## src/sv/tlfs_pkg.sv

```systemverilog
// Package of the three-level feedback scheduler: field widths, codes and reset values.
// No dependencies; every other file of the block but assert_macros.svh imports it.
package tlfs_pkg;

  // Field widths of the words on the channels and the configuration port.
  localparam int ProcIdW   = 4;
  localparam int BurstW    = 12;
  localparam int QuantW    = 12;
  localparam int EventW    = 3;
  localparam int LevelW    = 2;
  localparam int NumLevels = 3;
  localparam int CfgIdxW   = 2;
  localparam int CfgDataW  = 12;

  // Quantum values after reset.
  localparam logic [QuantW-1:0] QuantOneRst   = 12'd6;
  localparam logic [QuantW-1:0] QuantTwoRst   = 12'd12;
  localparam logic [QuantW-1:0] QuantThreeRst = 12'd1024;

  // Kind of input word.
  typedef enum logic {
    OpTick  = 1'b0,
    OpReady = 1'b1
  } op_e;

  // Event reported with each result word.
  typedef enum logic [EventW-1:0] {
    EvNone      = 3'd0,
    EvDone      = 3'd1,
    EvDemoted   = 3'd2,
    EvPreempted = 3'd3,
    EvRejected  = 3'd4
  } event_e;

  // Queue levels; zero means no level.
  typedef enum logic [LevelW-1:0] {
    LvlNone  = 2'd0,
    LvlOne   = 2'd1,
    LvlTwo   = 2'd2,
    LvlThree = 2'd3
  } level_e;

  // Configuration register indexes.
  typedef enum logic [CfgIdxW-1:0] {
    CfgQuantOne   = 2'd0,
    CfgQuantTwo   = 2'd1,
    CfgQuantThree = 2'd2
  } cfg_idx_e;

endpackage

```

## src/sv/tlfs_in_if.sv

```systemverilog
// Input channel of the scheduler: valid/ready handshake with one input word.
// Depends on tlfs_pkg for the field widths.
interface tlfs_in_if import tlfs_pkg::*; ();
  logic                 valid;
  logic                 ready;
  logic                 op;
  logic [ProcIdW-1:0]   proc_id;
  logic [BurstW-1:0]    burst_len;

  modport source (output valid, op, proc_id, burst_len, input ready);
  modport sink   (input valid, op, proc_id, burst_len, output ready);
endinterface

```

## src/sv/tlfs_out_if.sv

```systemverilog
// Result channel of the scheduler: valid/ready handshake with one result word.
// Depends on tlfs_pkg for the field widths.
interface tlfs_out_if import tlfs_pkg::*; ();
  logic                 valid;
  logic                 ready;
  logic                 ran_valid;
  logic [ProcIdW-1:0]   ran_id;
  logic                 dispatched;
  logic [EventW-1:0]    event_res;
  logic [LevelW-1:0]    ran_level;

  modport source (output valid, ran_valid, ran_id, dispatched, event_res, ran_level,
                  input ready);
  modport sink   (input valid, ran_valid, ran_id, dispatched, event_res, ran_level,
                  output ready);
endinterface

```

## src/sv/three_level_feedback_scheduler.sv

```systemverilog
// Top level of the three-level feedback scheduler, built on tlfs_pkg, tlfs_in_if and
// tlfs_out_if. Holds the level queues, per-process state and the running process.
//
// Three-level feedback-queue dispatcher. A ready word enqueues a process at the level it
// last ran at (level one when new); a tick word dispatches the head of the highest
// non-empty level when the CPU is idle, runs the current process for one unit and reports
// burst completion, demotion on quantum expiry, or preemption by a higher level. Every word
// gives exactly one result word. The block takes one word per clock cycle while the result
// channel does not stall it; a word passes through the input register and then the result
// register, and the queue and process update is made as the word leaves the input register.
// Only process numbers below NUM_PROCS are accepted, and queue and process storage is sized
// for the smaller of NUM_PROCS and the sixteen numbers a proc_id can carry. Quantum registers
// are meant to be written while no word is in flight.
module three_level_feedback_scheduler import tlfs_pkg::*; #(
  parameter int NUM_PROCS = 16
) (
  input  logic                clk_i,
  input  logic                rst_ni,
  tlfs_in_if.sink             in_ch,
  tlfs_out_if.source          out_ch,
  input  logic                cfg_we_i,
  input  logic [CfgIdxW-1:0]  cfg_idx_i,
  input  logic [CfgDataW-1:0] cfg_data_i
);

  localparam int MaxIds   = 2 ** ProcIdW;
  localparam int NumSlots = (NUM_PROCS < MaxIds) ? NUM_PROCS : MaxIds;
  localparam int SlotW    = $clog2(NumSlots);
  localparam int CntW     = $clog2(NumSlots + 1);
  localparam int SumW     = CntW + 1;
  localparam int IdLimW   = ProcIdW + 1;
  localparam logic [IdLimW-1:0] IdLimit  = IdLimW'(NumSlots);
  localparam logic [SumW-1:0]   SlotsV   = SumW'(NumSlots);
  localparam logic [SlotW-1:0]  LastSlot = SlotW'(NumSlots - 1);

  // Quantum registers.
  logic [QuantW-1:0] quant_q [NumLevels];

  always_ff @(posedge clk_i or negedge rst_ni) begin
    if (!rst_ni) begin
      quant_q[0] <= QuantOneRst;
      quant_q[1] <= QuantTwoRst;
      quant_q[2] <= QuantThreeRst;
    end else if (cfg_we_i) begin
      unique case (cfg_idx_e'(cfg_idx_i))
        CfgQuantOne:   quant_q[0] <= cfg_data_i[QuantW-1:0];
        CfgQuantTwo:   quant_q[1] <= cfg_data_i[QuantW-1:0];
        CfgQuantThree: quant_q[2] <= cfg_data_i[QuantW-1:0];
        default: ;
      endcase
    end
  end

  // Input register and result register handshake.
  logic                in_valid_q;
  op_e                 in_op_q;
  logic [ProcIdW-1:0]  in_pid_q;
  logic [BurstW-1:0]   in_blen_q;
  logic                out_valid_q;
  logic                advance;
  logic                in_acc;

  assign advance     = in_valid_q && (!out_valid_q || out_ch.ready);
  assign in_ch.ready = !in_valid_q || advance;
  assign in_acc      = in_ch.valid && in_ch.ready;

  always_ff @(posedge clk_i or negedge rst_ni) begin
    if (!rst_ni) begin
      in_valid_q  <= 1'b0;
      out_valid_q <= 1'b0;
    end else begin
      in_valid_q  <= in_acc || (in_valid_q && !advance);
      out_valid_q <= advance || (out_valid_q && !out_ch.ready);
    end
  end

  always_ff @(posedge clk_i) begin
    if (in_acc) begin
      in_op_q   <= op_e'(in_ch.op);
      in_pid_q  <= in_ch.proc_id;
      in_blen_q <= in_ch.burst_len;
    end
  end

  // Queue and process state.
  logic [SlotW-1:0]  fifo_q  [NumLevels][NumSlots];
  logic [SlotW-1:0]  head_q  [NumLevels];
  logic [CntW-1:0]   cnt_q   [NumLevels];
  level_e            plevel_q [NumSlots];
  logic [NumSlots-1:0] present_q;
  logic [BurstW-1:0] rem_q   [NumSlots];
  logic              run_valid_q;
  logic [SlotW-1:0]  run_id_q;
  level_e            run_level_q;
  logic [QuantW-1:0] quant_left_q;
  logic [BurstW-1:0] burst_left_q;

  // Next-state and result signals.
  logic              run_valid_d;
  logic [SlotW-1:0]  run_id_d;
  level_e            run_level_d;
  logic [QuantW-1:0] quant_left_d;
  logic [BurstW-1:0] burst_left_d;
  logic              do_pop;
  logic [LevelW-1:0] pop_sel;
  logic              do_push;
  logic [LevelW-1:0] push_sel;
  logic [SlotW-1:0]  push_id;
  logic [SlotW-1:0]  push_slot;
  logic [SumW-1:0]   tail_sum;
  logic              rem_we;
  logic [SlotW-1:0]  rem_idx;
  logic [BurstW-1:0] rem_wdata;
  logic              lvl_we;
  logic              pres_set;
  logic              pres_clr;
  logic [SlotW-1:0]  pidx;
  logic              in_range;
  level_e            ready_lvl;
  logic [NumLevels-1:0] non_empty;
  logic [LevelW-1:0] sel;
  logic              disp;
  logic [SlotW-1:0]  cur_id;
  level_e            cur_lvl;
  logic [BurstW-1:0] cur_burst;
  logic [QuantW-1:0] cur_quant;
  logic [BurstW-1:0] bdec;
  logic [QuantW-1:0] qdec;
  logic              one_left;
  logic              two_left;
  logic              res_ran_valid;
  logic              res_dispatched;
  event_e            res_event;
  level_e            res_level;

  // Per-item update: admission of ready words, dispatch and one unit of run on ticks.
  always_comb begin
    pidx      = SlotW'(in_pid_q);
    in_range  = IdLimW'(in_pid_q) < IdLimit;
    ready_lvl = (plevel_q[pidx] == LvlNone) ? LvlOne : plevel_q[pidx];
    for (int l = 0; l < NumLevels; l++) begin
      non_empty[l] = cnt_q[l] != '0;
    end
    if (non_empty[0]) begin
      sel = LevelW'(0);
    end else if (non_empty[1]) begin
      sel = LevelW'(1);
    end else begin
      sel = LevelW'(2);
    end
    disp = !run_valid_q && (non_empty != '0);

    cur_id    = disp ? fifo_q[sel][head_q[sel]] : run_id_q;
    cur_lvl   = disp ? level_e'(sel + LevelW'(1)) : run_level_q;
    cur_burst = disp ? rem_q[cur_id] : burst_left_q;
    cur_quant = disp ? quant_q[sel] : quant_left_q;
    bdec      = (cur_burst == '0) ? '0 : cur_burst - BurstW'(1);
    qdec      = (cur_quant == '0) ? '0 : cur_quant - QuantW'(1);
    // Higher levels still holding work after this tick's pop.
    one_left  = non_empty[0] && !(disp && sel == LevelW'(0) && cnt_q[0] == CntW'(1));
    two_left  = non_empty[1] && !(disp && sel == LevelW'(1) && cnt_q[1] == CntW'(1));

    res_ran_valid  = 1'b0;
    res_dispatched = 1'b0;
    res_event      = EvNone;
    res_level      = LvlNone;
    do_pop         = 1'b0;
    pop_sel        = sel;
    do_push        = 1'b0;
    push_sel       = LevelW'(ready_lvl) - LevelW'(1);
    push_id        = pidx;
    rem_we         = 1'b0;
    rem_idx        = pidx;
    rem_wdata      = (in_blen_q == '0) ? BurstW'(1) : in_blen_q;
    lvl_we         = 1'b0;
    pres_set       = 1'b0;
    pres_clr       = 1'b0;
    run_valid_d    = run_valid_q;
    run_id_d       = run_id_q;
    run_level_d    = run_level_q;
    quant_left_d   = quant_left_q;
    burst_left_d   = burst_left_q;

    if (advance) begin
      if (in_op_q == OpReady) begin
        if (!in_range || present_q[pidx]) begin
          res_event = EvRejected;
        end else begin
          pres_set = 1'b1;
          rem_we   = 1'b1;
          do_push  = 1'b1;
        end
      end else if (disp || run_valid_q) begin
        res_ran_valid  = 1'b1;
        res_dispatched = disp;
        res_level      = cur_lvl;
        do_pop         = disp;
        lvl_we         = disp;
        run_valid_d    = 1'b1;
        run_id_d       = cur_id;
        run_level_d    = cur_lvl;
        quant_left_d   = qdec;
        burst_left_d   = bdec;
        push_id        = cur_id;
        rem_idx        = cur_id;
        rem_wdata      = bdec;
        if (bdec == '0) begin
          res_event   = EvDone;
          pres_clr    = 1'b1;
          run_valid_d = 1'b0;
        end else if (qdec == '0) begin
          res_event   = EvDemoted;
          rem_we      = 1'b1;
          do_push     = 1'b1;
          push_sel    = (cur_lvl == LvlOne) ? LevelW'(1) : LevelW'(2);
          run_valid_d = 1'b0;
        end else if ((cur_lvl == LvlTwo && one_left) ||
                     (cur_lvl == LvlThree && (one_left || two_left))) begin
          res_event   = EvPreempted;
          rem_we      = 1'b1;
          do_push     = 1'b1;
          push_sel    = LevelW'(cur_lvl) - LevelW'(1);
          run_valid_d = 1'b0;
        end
      end
    end

    // Tail slot of the pushed queue, from the state before any pop this cycle.
    tail_sum = SumW'(head_q[push_sel]) + SumW'(cnt_q[push_sel]);
    if (tail_sum >= SlotsV) begin
      tail_sum = tail_sum - SlotsV;
    end
    push_slot = tail_sum[SlotW-1:0];
  end

  // Queue entries and remaining bursts hold no reset value.
  always_ff @(posedge clk_i) begin
    if (do_push) begin
      fifo_q[push_sel][push_slot] <= push_id;
    end
    if (rem_we) begin
      rem_q[rem_idx] <= rem_wdata;
    end
  end

  // Queue pointers, counts and per-process control state.
  always_ff @(posedge clk_i or negedge rst_ni) begin
    if (!rst_ni) begin
      for (int l = 0; l < NumLevels; l++) begin
        head_q[l] <= '0;
        cnt_q[l]  <= '0;
      end
      for (int p = 0; p < NumSlots; p++) begin
        plevel_q[p] <= LvlOne;
      end
      present_q    <= '0;
      run_valid_q  <= 1'b0;
      run_id_q     <= '0;
      run_level_q  <= LvlNone;
      quant_left_q <= '0;
      burst_left_q <= '0;
    end else begin
      for (int l = 0; l < NumLevels; l++) begin
        if (do_pop && pop_sel == LevelW'(l)) begin
          head_q[l] <= (head_q[l] == LastSlot) ? '0 : head_q[l] + SlotW'(1);
        end
        case ({do_push && push_sel == LevelW'(l), do_pop && pop_sel == LevelW'(l)})
          2'b10:   cnt_q[l] <= cnt_q[l] + CntW'(1);
          2'b01:   cnt_q[l] <= cnt_q[l] - CntW'(1);
          default: ;
        endcase
      end
      if (lvl_we) begin
        plevel_q[cur_id] <= cur_lvl;
      end
      if (pres_set) begin
        present_q[pidx] <= 1'b1;
      end
      if (pres_clr) begin
        present_q[cur_id] <= 1'b0;
      end
      run_valid_q  <= run_valid_d;
      run_id_q     <= run_id_d;
      run_level_q  <= run_level_d;
      quant_left_q <= quant_left_d;
      burst_left_q <= burst_left_d;
    end
  end

  // Result register.
  logic              out_ran_valid_q;
  logic [ProcIdW-1:0] out_ran_id_q;
  logic              out_disp_q;
  event_e            out_event_q;
  level_e            out_level_q;

  always_ff @(posedge clk_i) begin
    if (advance) begin
      out_ran_valid_q <= res_ran_valid;
      out_ran_id_q    <= res_ran_valid ? ProcIdW'(cur_id) : '0;
      out_disp_q      <= res_dispatched;
      out_event_q     <= res_event;
      out_level_q     <= res_level;
    end
  end

  assign out_ch.valid      = out_valid_q;
  assign out_ch.ran_valid  = out_ran_valid_q;
  assign out_ch.ran_id     = out_ran_id_q;
  assign out_ch.dispatched = out_disp_q;
  assign out_ch.event_res  = out_event_q;
  assign out_ch.ran_level  = out_level_q;

endmodule

```

## src/flat_wrapper.sv

```systemverilog
// flat-port wrapper written by rule: the top's interface ports become plain ports
module three_level_feedback_scheduler_flat import tlfs_pkg::*;
#(
  parameter int NUM_PROCS = 16
)
  (clk_i, rst_ni, cfg_we_i, cfg_idx_i, cfg_data_i, in_ch_valid, in_ch_op, in_ch_proc_id, in_ch_burst_len, in_ch_ready, out_ch_valid, out_ch_ran_valid, out_ch_ran_id, out_ch_dispatched, out_ch_event_res, out_ch_ran_level, out_ch_ready);
  tlfs_in_if in_ch_i ();
  tlfs_out_if out_ch_i ();
  input  logic clk_i;
  input  logic rst_ni;
  input  logic cfg_we_i;
  input  logic [CfgIdxW-1:0] cfg_idx_i;
  input  logic [CfgDataW-1:0] cfg_data_i;
  input wire logic [$bits(in_ch_i.valid)-1:0] in_ch_valid;
  input wire logic [$bits(in_ch_i.op)-1:0] in_ch_op;
  input wire logic [$bits(in_ch_i.proc_id)-1:0] in_ch_proc_id;
  input wire logic [$bits(in_ch_i.burst_len)-1:0] in_ch_burst_len;
  output wire logic [$bits(in_ch_i.ready)-1:0] in_ch_ready;
  output wire logic [$bits(out_ch_i.valid)-1:0] out_ch_valid;
  output wire logic [$bits(out_ch_i.ran_valid)-1:0] out_ch_ran_valid;
  output wire logic [$bits(out_ch_i.ran_id)-1:0] out_ch_ran_id;
  output wire logic [$bits(out_ch_i.dispatched)-1:0] out_ch_dispatched;
  output wire logic [$bits(out_ch_i.event_res)-1:0] out_ch_event_res;
  output wire logic [$bits(out_ch_i.ran_level)-1:0] out_ch_ran_level;
  input wire logic [$bits(out_ch_i.ready)-1:0] out_ch_ready;
  assign in_ch_i.valid = in_ch_valid;
  assign in_ch_i.op = in_ch_op;
  assign in_ch_i.proc_id = in_ch_proc_id;
  assign in_ch_i.burst_len = in_ch_burst_len;
  assign in_ch_ready = in_ch_i.ready;
  assign out_ch_valid = out_ch_i.valid;
  assign out_ch_ran_valid = out_ch_i.ran_valid;
  assign out_ch_ran_id = out_ch_i.ran_id;
  assign out_ch_dispatched = out_ch_i.dispatched;
  assign out_ch_event_res = out_ch_i.event_res;
  assign out_ch_ran_level = out_ch_i.ran_level;
  assign out_ch_i.ready = out_ch_ready;
  three_level_feedback_scheduler #(.NUM_PROCS(NUM_PROCS)) u_core (.clk_i(clk_i), .rst_ni(rst_ni), .in_ch(in_ch_i), .out_ch(out_ch_i), .cfg_we_i(cfg_we_i), .cfg_idx_i(cfg_idx_i), .cfg_data_i(cfg_data_i));
endmodule
```

## config.mk

```make
export PLATFORM = sky130hd
export DESIGN_NAME = three_level_feedback_scheduler_flat
export DESIGN_NICKNAME = d
export VERILOG_FILES = /design/src/sv/tlfs_pkg.sv /design/src/sv/tlfs_in_if.sv /design/src/sv/tlfs_out_if.sv /design/src/sv/three_level_feedback_scheduler.sv /design/src/flat_wrapper.sv
export SDC_FILE = /design/constraint.sdc
export NUM_CORES = 1
export LEC_CHECK = 0
export BUFFER_PORTS_ARGS = -buffer_cell sky130_fd_sc_hd__buf_4
export CORE_MARGIN = 3
export CORE_UTILIZATION = 35
export CTS_CLUSTER_DIAMETER = 80
export DETAILED_ROUTE_END_ITERATION = 16
export GPL_TIMING_DRIVEN = 0
export SLEW_MARGIN = 20
export SYNTH_ARGS = -nofsm -noshare
export SYNTH_HDL_FRONTEND = slang
export SYNTH_SLANG_ARGS = --single-unit
```

## constraint.sdc

```tcl
create_clock -name clk_i -period 15.76 [get_ports clk_i]
set_clock_uncertainty 0.05 [all_clocks]
set_input_delay 1.576 -clock clk_i [delete_from_list [all_inputs] [get_ports clk_i]]
set_output_delay 1.576 -clock clk_i [all_outputs]
set_load 0.005 [all_outputs]
```

; ---- Yosys cells after proc, flatten, opt, wreduce, memory -nomap -nowiden
; Memory sizes are Yosys's and may differ from the RTL's.
; Index checks and enable logic that the tools add are counted.
[word_totals]
mem_count = 2
output_inout_bits = 13
in_bits = 36
mem_bits_rw = 384
reg_bits = 172
[classes]
eq_ne = 20
magnitude_cmp = 13
reduce_logical = 58
bitwise_logic = 11
mux = 92
add_sub_neg = 16
[memory_table]
columns = memory, words, word_bits, read_ports, rd_ports_with_merged_regs, write_ports, line_no
row1 = u_core.fifo_q, 3, 64, 1, 0, 1, three_level_feedback_scheduler.sv:86  ; logic [SlotW-1:0] fifo_q [NumLevels][NumSlots];
row2 = u_core.rem_q, 16, 12, 1, 0, 1, three_level_feedback_scheduler.sv:91  ; logic [BurstW-1:0] rem_q [NumSlots];
[ops]
columns = cell, n
row1 = 12-bit two-way mux, 10
row2 = 64-bit two-way mux, 1
row3 = 12-bit zero test, 5
row4 = 4-bit two-way mux, 15
row5 = 32-bit bitwise mux, 1
row6 = 16-bit two-way mux, 2
row7 = 2-bit two-way mux, 15
row8 = 5-bit case mux with 2 select lines, 3
row9 = 1-bit two-way mux, 27
row10 = 12-bit binary-select mux with 2-bit select, 1
row11 = 12-bit by 1-bit subtractor with 12-bit output (second input constant), 2
row12 = 1-bit logical AND, 23
row13 = 5-bit greater-or-equal comparator (second input constant), 4
row14 = 4-bit NOT with 5-bit output, 4
row15 = 16-bit bitwise AND, 1
row16 = 4-bit binary-select mux with 2-bit select, 2
row17 = 4-bit binary-select mux with 4-bit select, 1
row18 = 4-bit demux with 4-bit select, 1
row19 = 2-bit equality test (second input constant), 8
row20 = 16-bit NOT, 1
row21 = 16-bit bitwise OR, 1
row22 = 5-bit by 1-bit adder with 5-bit output (second input constant), 3
row23 = 3-bit two-way mux, 5
row24 = 5-bit nonzero test, 3
row25 = other kinds (30), 71

; ---- Logic depth before layout (Yosys ltp)
; Gate-level depths: netlist of run 1.
; An unclocked memory read counts as a cell.
[logic_depth]
word_depth = 34
mapped_depth = 41
mapped_depth_nobuf = 31

; ---- Worst setup path before layout of run 1
; No wires, ideal clock.
[synth_timing]
kind = flip-flop to flip-flop
start = register u_core.cnt_q[5] (netlist bit)
end = memory u_core.fifo_q[0][28] (netlist bit), enable pin
period_less_slack_ns = 8.803
stages_incl_launch_ff = 35
path_slack_ns = 6.957
n_path_buf = 4
arrival_ns = 8.414
required_ns = 15.371
cell_sequence = dfrtp_1 -> inv_1 -> ha_1 -> nor4b_4 -> mux2i_1 -> a21o_1 -> mux2_1 -> o221a_2 -> or2_1 -> buf_2 -> nand2_1 -> nor3_1 -> a311oi_2 -> a41oi_2 -> inv_1 -> ha_1 -> o211ai_1 -> nor4b_2 -> xnor2_2 -> a32oi_2 -> or3_4 -> and3_4 -> buf_6 -> nor2_1 -> clkbuf_1 -> mux2i_1 -> o22ai_1 -> ha_1 -> a21o_1 -> a21oi_1 -> nor3_1 -> o41ai_2 -> nand4_1 -> buf_2 -> a21oi_1
[synth_between]
elab_chain_len = 34
word_cells_on_any_way = 83
cone_classes = add/sub: 6 / order compare: 3 / eq/ne: 5 / mux: 41 / bitwise: 4 / reduce/logical: 22 / memory: 2
[synth_rtl]
columns = item, line_no
row1 = start: declaration, three_level_feedback_scheduler.sv:88  ; logic [CntW-1:0] cnt_q [NumLevels];
row2 = start signal: indexed assignment, three_level_feedback_scheduler.sv:268  ; 2'b10: cnt_q[l] <= cnt_q[l] + CntW'(1);
row3 = start signal: indexed assignment, three_level_feedback_scheduler.sv:269  ; 2'b01: cnt_q[l] <= cnt_q[l] - CntW'(1);
row4 = 5-bit nonzero test, three_level_feedback_scheduler.sv:142  ; non_empty[l] = cnt_q[l] != '0;
row5 = 2-bit two-way mux, three_level_feedback_scheduler.sv:146  ; end else if (non_empty[1]) begin
row6 = 2-bit two-way mux, three_level_feedback_scheduler.sv:144  ; if (non_empty[0]) begin
row7 = 2-bit NOT with 3-bit output (implied by the code), "three_level_feedback_scheduler.sv:153, three_level_feedback_scheduler.sv:156"
row8 = 4-bit binary-select mux with 2-bit select, three_level_feedback_scheduler.sv:153  ; cur_id = disp ? fifo_q[sel][head_q[sel]] : run_id_q;
row9 = 4-bit two-way mux (implied by the code) (2 in series), three_level_feedback_scheduler.sv:153
row10 = 4-bit NOT with 5-bit output (implied by the code), three_level_feedback_scheduler.sv:153
row11 = 4-bit binary-select mux with 4-bit select, three_level_feedback_scheduler.sv:153
row12 = (+17 left out), --
row13 = 6-bit by 5-bit greater-or-equal comparator with 1-bit output / 4-bit by 1-bit subtractor with 4-bit output (equally long branches), "three_level_feedback_scheduler.sv:230, three_level_feedback_scheduler.sv:231"
row14 = 4-bit two-way mux, three_level_feedback_scheduler.sv:230  ; if (tail_sum >= SlotsV) begin
row15 = 4-bit NOT with 5-bit output (implied by the code), three_level_feedback_scheduler.sv:239  ; fifo_q[push_sel][push_slot] <= push_id;
row16 = 5-bit greater-or-equal comparator (implied by the code) / 5-bit by 1-bit < comparator with 1-bit output (equally long branches), three_level_feedback_scheduler.sv:239
row17 = 1-bit logical AND (implied by the code), three_level_feedback_scheduler.sv:239
row18 = 4-bit two-way mux (implied by the code), three_level_feedback_scheduler.sv:239
row19 = 4-bit demux with 4-bit select, three_level_feedback_scheduler.sv:239
row20 = 64-bit two-way mux (implied by the code), three_level_feedback_scheduler.sv:239
row21 = end: declaration, three_level_feedback_scheduler.sv:86
; Several ways; a longest one is shown, not always the timed one. The select of a mux whose other input is x is not followed.

; ---- Worst setup path after layout of run 1
[layout_timing]
start = register u_core.cnt_q[5] (netlist bit)
end = memory u_core.fifo_q[0][21] (netlist bit), enable pin
; The elaborated chain is that of the path after synthesis.

==> results of run 1 <==
[power by group through the flow]
stage	registers, mW	clock network, mW	logic [mW]
floorplan	1.96	0	2.33
CTS	1.97	1.37	3.44
global route	1.99	1.43	3.70
global placement	2.00	0	3.36
finish	1.98	1.35	3.49
detailed placement	2.00	0	3.42
[cell type report]
cell class / instances / share of cell area
flip-flops and latches: 556 / 0.542
multi-input cells: 1257 / 0.310
clock buffers: 74 / 0.0532
well taps: 950 / 0.0402
repair buffers: 66 / 0.0222
plain buffers: 102 / 0.0194
clock inverters: 31 / 0.00974
inverters: 31 / 0.00394
diodes: 1 / 0.0000847
[cells in the final DEF (no fill, tap or decap), types with 11 or more instances in the layout]
master | netlist | routed
edfxtp_1 | 412 | 412
nand2_1 | 222 | 222
mux2i_1 | 130 | 130
dfrtp_1 | 123 | 123
a21oi_1 | 107 | 107
nor2_1 | 121 | 104
mux2_2 | 70 | 70
buf_4 | 13 | 60
clkbuf_16 | 0 | 59
o21ai_0 | 56 | 55
clkbuf_1 | 36 | 47
nand3_1 | 47 | 47
nor3_1 | 45 | 45
buf_2 | 35 | 35
mux4_2 | 32 | 32
a31oi_1 | 29 | 29
inv_1 | 29 | 26
ha_1 | 26 | 26
a211oi_1 | 21 | 21
dfstp_2 | 21 | 21
o22ai_1 | 21 | 20
nor2_2 | 2 | 19
xnor2_1 | 19 | 19
buf_6 | 10 | 18
a21o_1 | 18 | 17
nand4_1 | 17 | 17
o211ai_1 | 14 | 14
nor3_2 | 14 | 14
xor2_1 | 14 | 14
and3_1 | 13 | 13
o21ai_1 | 11 | 12
nor4_1 | 12 | 12
clkinv_2 | 0 | 11
[final timing paths]
kind / start / to / depth (start not counted)
worst max-delay path: u_core.cnt_q[5] / u_core.fifo_q[0][21] / 35
worst min-delay path: u_core.quant_left_q[3] / u_core.quant_left_q[3] / 2
worst max register to register: u_core.cnt_q[5] / u_core.fifo_q[0][21] / 35
worst min register to register: u_core.quant_left_q[3] / u_core.quant_left_q[3] / 2
max in group asynchronous: rst_ni / u_core.plevel_q[10] / 2
min in group asynchronous: rst_ni / u_core.head_q[8] / 1
[Yosys cell counts, types with 35 or more instances]
cell type	instances	share of area
mux2_2	70	0.031
nor2_1	121	0.018
dfrtp_1	123	0.12
clkbuf_1	36	0.0052
nand3_1	47	0.0091
o21ai_0	56	0.011
nand2_1	222	0.032
mux2i_1	130	0.050
nor3_1	45	0.0087
a21oi_1	107	0.021
edfxtp_1	412	0.48
buf_2	35	0.0068
[layer usage]
metal	GRT usage	wire length, um	vias to the layer above
li1	-	-	7665
met1	0.272	33400	8728
met2	0.306	34700	753
met3	0.0321	5410	172
met4	0.0577	2440	2
met5	0	13	-
[cell families (layout without fill, tap and decap cells)]
logic type / after synthesis / after routing
flip-flops: 556 / 556
AO/OA/AOI/OAI: 388 / 388
buffers and inverters: 133 / 304
multiplexers: 238 / 238
AND/OR/NAND/NOR: 569 / 569
other: 0 / 1
XOR/XNOR: 34 / 34
adder cells (fa/ha/maj): 28 / 28
[state kept, by name, summed over array words and instances (netlist names), 3 cells and up]
signal,cells
u_core.in_blen_q,12
u_core.out_ch.event_res,3
u_core.out_ch.ran_id,4
u_core.present_q,16
u_core.quant_left_q,12
u_core.in_pid_q,4
u_core.cnt_q,15
u_core.burst_left_q,12
u_core.rem_q,192
u_core.quant_q,36
u_core.head_q,12
u_core.plevel_q,32
u_core.run_id_q,4
u_core.fifo_q,192
[stage by stage]
step / utilization / power [mW]
after global routing: 0.409 / 7.13
final: 0.409 / 6.82
after floorplan: - / 4.29
after CTS: 0.409 / 6.78
after global placement: 0.378 / 5.36
after detailed placement: 0.383 / 5.42
[worst min-delay path, cell delays in order, from the launching register on]
cell and delay (ns):
dfrtp_1 0.34, nand2_1 0.05, o31ai_1 0.05
==> run metrics, run 1 <==
status=finished clean; asr flop ratio synth=0.259; fillers=6676; antenna-violating nets left=0; core area=0.0722 mm2; Cell Rows=98; Psw=3.03 mW; Static Leakage=10.7 nW; Crit path top cell by count=a21oi_1; # DRC=0; clock network power share=0.198; Req. time, crit path=15.97 ns; Max Slew Vio Count=0; simple-gate portion of the synthesized area=0.109; setup bufs post-CTS=0; starting density of the core=0.357; xor and xnor fraction of the mapped netlist area=0.0118; largest net degree at the start of global routing=74; Mapped Nets=2010; CTS tree=yes; initial antenna violation count=1; chip width=277 um; clk slew on worst S/H paths=0.06 ns; Post-Syn Area=0.0258 mm2; # IOs=49; Internal=3.79 mW; Reg power frac=0.290; Post-synth EDFFs=412; Yosys cell types=110; CP max stage cell=nor3_1; CP max stage delay=0.77 ns; TritonCTS Sinks=556; hold slack final=0.429 ns; clk buf depth=3; sequential area share after synthesis=0.621; Reg area=0.0160 mm2; die area=0.0770 mm2; main combinational cell family by area after synthesis=multiplexers; Net Sw Frac=0.444; minimum clock period=12.35 ns; design area=0.0295 mm2; Setup crit end kind=register; total track usage=0.193; PD cells=231 mW/mm2; dpl cell area=0.0277 mm2; CTS Hold Buffers Added=0; final setup vio count=0; CP startpoint kind=register; logic gate share of total power=0.512; Synth Area in Compound Gates=0.106; fraction of layout cells with a size suffix above 1=0.204; CTS Root Buffer Type=clkbuf_16; Placed Cells=2962; post-DP HPWL=54200 um; Most used DFF post-synth=edfxtp_1; first-pass GRT wire length=113000 um; Post-Synthesis Cells=1946; final hold vios=0; final period utilization=0.783; clk_lat worst skew=0.63 ns; pre-CTS worst setup slack=3.75 ns; RSZ-0062 raised after global routing=no; post-synthesis mux area share=0.112; area grow syn2layout=14.6%; Post-Synth Adder-Cell Area=0.0142; Avg Cell Area, Syn=13.3 um2; PnR worst setup slack=3.41 ns; Worst Path Arrival=12.56 ns; DRT iter0 DRCs=2056; synth warn=0; RD Place Congestion=0.944; area taken by multi-input logic gates=0.00915 mm2; Max Clk Rate=0.0810 GHz; post-CTS resize count=0; detailed-route via count=17.3k; max cap viols=0; GRT Residual Overflow=0; Worst slew margin=0.300; die height=277 um; Crit path max-delay family=compound AO/OA/AOI/OAI gates; H-tree depth=2; Finished Layout Cells=3068; IO buf count=48; WP buf/inv=8; Final Net Count=2135; vias in the first global route=17.2k; Worst VDD drop=0.000119 V; CP Class=reg2reg; Avg WL per Cell=24.8 um; Crit Path Max Fanout=10; DR pass1 iterations=6; Total Wirelength=76000 um; clock buffer count from CTS=57; DR vias/cell=5.65; Worst Tran Pin Value=1.05 ns; R2R Setup Slk=3.41 ns; flops & latches, synth=556; Worst Hold Class=reg2reg; setup tns final=0 ns
(Power assumes the default switching activity.)
==> run 2, diff against run 1 <==
clock period = 12.4 ns   (was 15.76 ns; I/O delays follow)
==> run 2 against run 1 <==
  * Core utilization rose by 0.087 points
  * Largest power group unchanged
  * Highest routed layer unchanged
  * Sequential share of layout area fell by 0.11 points
  * First-iteration DRC count rose by 0.92%
==> run metrics, run 2 (synthesis gave the netlist of run 1 again) <==
status=finished clean; minimum clock period=11.66 ns (-0.686 ns); post-DP HPWL=54200 um (unchanged); Req. time, crit path=12.61 ns (-3.36 ns); Worst Hold Class=reg2reg; Max Slew Vio Count=0 (unchanged); dpl cell area=0.0277 mm2 (unchanged); clk_lat worst skew=0.63 ns (about the same); PD cells=294 mW/mm2 (+27%); Max Clk Rate=0.0858 GHz (+5.9%); DR vias/cell=5.64 (about the same); Worst VDD drop=0.000150 V (+26%); final core utilization=0.410 (+0.000866); Crit path top cell by count=clkbuf_1; WHS Path Cells=1 (-1); die area=0.0770 mm2 (unchanged); RSZ-0062 raised after global routing=no; Crit Path Max Fanout=10 (unchanged); clk buf depth=3 (unchanged); initial antenna violation count=1 (unchanged); setup tns final=0 ns (unchanged); Total Wirelength=76000 um (about the same); CP Class=reg2reg; CTS Hold Buffers Added=0 (unchanged); first-pass GRT wire length=113000 um (unchanged); Placed Cells=2962 (unchanged); Hold Path End=u_core.burst_left_q[10]; IO buf count=48 (unchanged); detailed-route via count=17.3k (+0.075%); CTS tree=yes; GRT Residual Overflow=0 (unchanged); CTS Root Buffer Type=clkbuf_16; max cap viols=0 (unchanged); final setup vio count=0 (unchanged); die height=277 um (unchanged); clock buffer count from CTS=57 (unchanged); Worst slew margin=0.307 (+0.00662); clk slew on worst S/H paths=0.06 ns (about the same); DR pass1 iterations=8 (+2); total power=8.71 mW (+28%); RR Startpoint=u_core.head_q[4]; leading cell type in the layout, fill and taps excluded=edfxtp_1; largest net degree at the start of global routing=74 (unchanged); H-tree depth=2 (unchanged); FF-to-FF path depth=32 (-8.6%); # IOs=49 (unchanged); chip width=277 um (unchanged); core area=0.0722 mm2 (unchanged); Setup crit end kind=register; Cell Rows=98 (unchanged); Finished Layout Cells=3071 (+0.098%); # DRC=0 (unchanged); starting density of the core=0.357 (unchanged); final hold vios=0 (unchanged); Final Net Count=2138 (+0.14%); min-delay src=u_core.burst_left_q[10]; hold slack final=0.428 ns (-0.00118 ns); CP max stage delay=0.80 ns (+0.03 ns); R2R Setup Slk=0.74 ns (-2.67 ns); pre-CTS worst setup slack=0.392 ns (-3.36 ns); antenna-violating nets left=0 (unchanged); CP startpoint kind=register; DRT iter0 DRCs=2075 (+0.92%); Static Leakage=10.7 nW (+0.18%); Avg WL per Cell=24.7 um (about the same); PnR worst setup slack=0.740 ns (-2.67 ns); total track usage=0.193 (unchanged); Worst Tran Pin Value=1.04 ns (-0.00993 ns); Worst Path Arrival=11.87 ns (-0.69 ns); area grow syn2layout=14.8%; fillers=6671 (-0.075%); end of the worst register-to-register path=u_core.fifo_q[2][32]; final period utilization=0.940 (+0.157); design area=0.0296 mm2 (+0.21%); most frequent cells in the layout=412 x edfxtp_1, 222 x nand2_1, 129 x mux2i_1; Top Registers=u_core.fifo_q: 192 flops, u_core.rem_q: 192 flops, u_core.quant_q: 36 flops; fraction of layout cells with a size suffix above 1=0.208 (+0.00490); vias in the first global route=17.2k (unchanged); TritonCTS Sinks=556 (unchanged); RD Place Congestion=0.944 (unchanged); CP max stage cell=mux2i_1
## run 2: area by class of cell
type / count / area, um2 / area share
flip-flops and latches: 556 / 16000 / 0.540
multi-input cells: 1257 / 9180 / 0.310
clock buffers: 74 / 1570 / 0.0531
well taps: 950 / 1190 / 0.0401
repair buffers: 69 / 678 / 0.0229
plain buffers: 102 / 574 / 0.0194
clock inverters: 31 / 288 / 0.00972
inverters: 31 / 116 / 0.00393
diodes: 1 / 2.50 / 0.0000845
## run 2: how the worst max path moves through the flow
stage,start,end,slack (ns),depth (start not counted)
2_1_floorplan,u_core.cnt_q[5],u_core.fifo_q[0][28],3.60,34
3_3_place_gp,u_core.cnt_q[5],u_core.fifo_q[1][20],0.50,35
3_5_place_dp,u_core.cnt_q[5],u_core.fifo_q[1][23],0.39,35
4_1_cts,u_core.cnt_q[5],u_core.fifo_q[1][21],0.40,35
5_1_grt,u_core.cnt_q[5],u_core.fifo_q[2][33],0.28,36
6_report,u_core.head_q[4],u_core.fifo_q[2][32],0.74,32
## run 2: repair_timing
action	4_1_cts	5_1_grt
setup endpoints to repair	0	92
resized for setup	0	11
setup buffers	0	3
## run 2: layer usage
| layer | track usage | vias up | share of wire |
|---|---|---|---|
| met2 | 0.306 | 760 | 0.46 |
| met3 | 0.0321 | 156 | 0.070 |
| met1 | 0.272 | 8752 | 0.44 |
| met5 | 0 | - | 0.00017 |
| met4 | 0.0577 | 2 | 0.030 |
| li1 | - | 7663 | - |
## run 2: power by group
group	total [mW]	internal (mW)	switching (mW)
Clock	1.71	0.978	0.735
Sequential	2.51	2.36	0.148
Combinational	4.48	1.49	2.99
## run 2: worst max-delay path: cells and delay by family, from the launching register on
| family | cells | cell delay [ns] |
|---|---|---|
| buffers and inverters | 6 | 2.82 |
| multiplexers | 2 | 1.06 |
| AND/OR/NAND/NOR | 10 | 2.76 |
| adder cells (fa/ha/maj) | 1 | 0.31 |
| flip-flops | 1 | 0.38 |
| AO/OA/AOI/OAI | 13 | 3.89 |
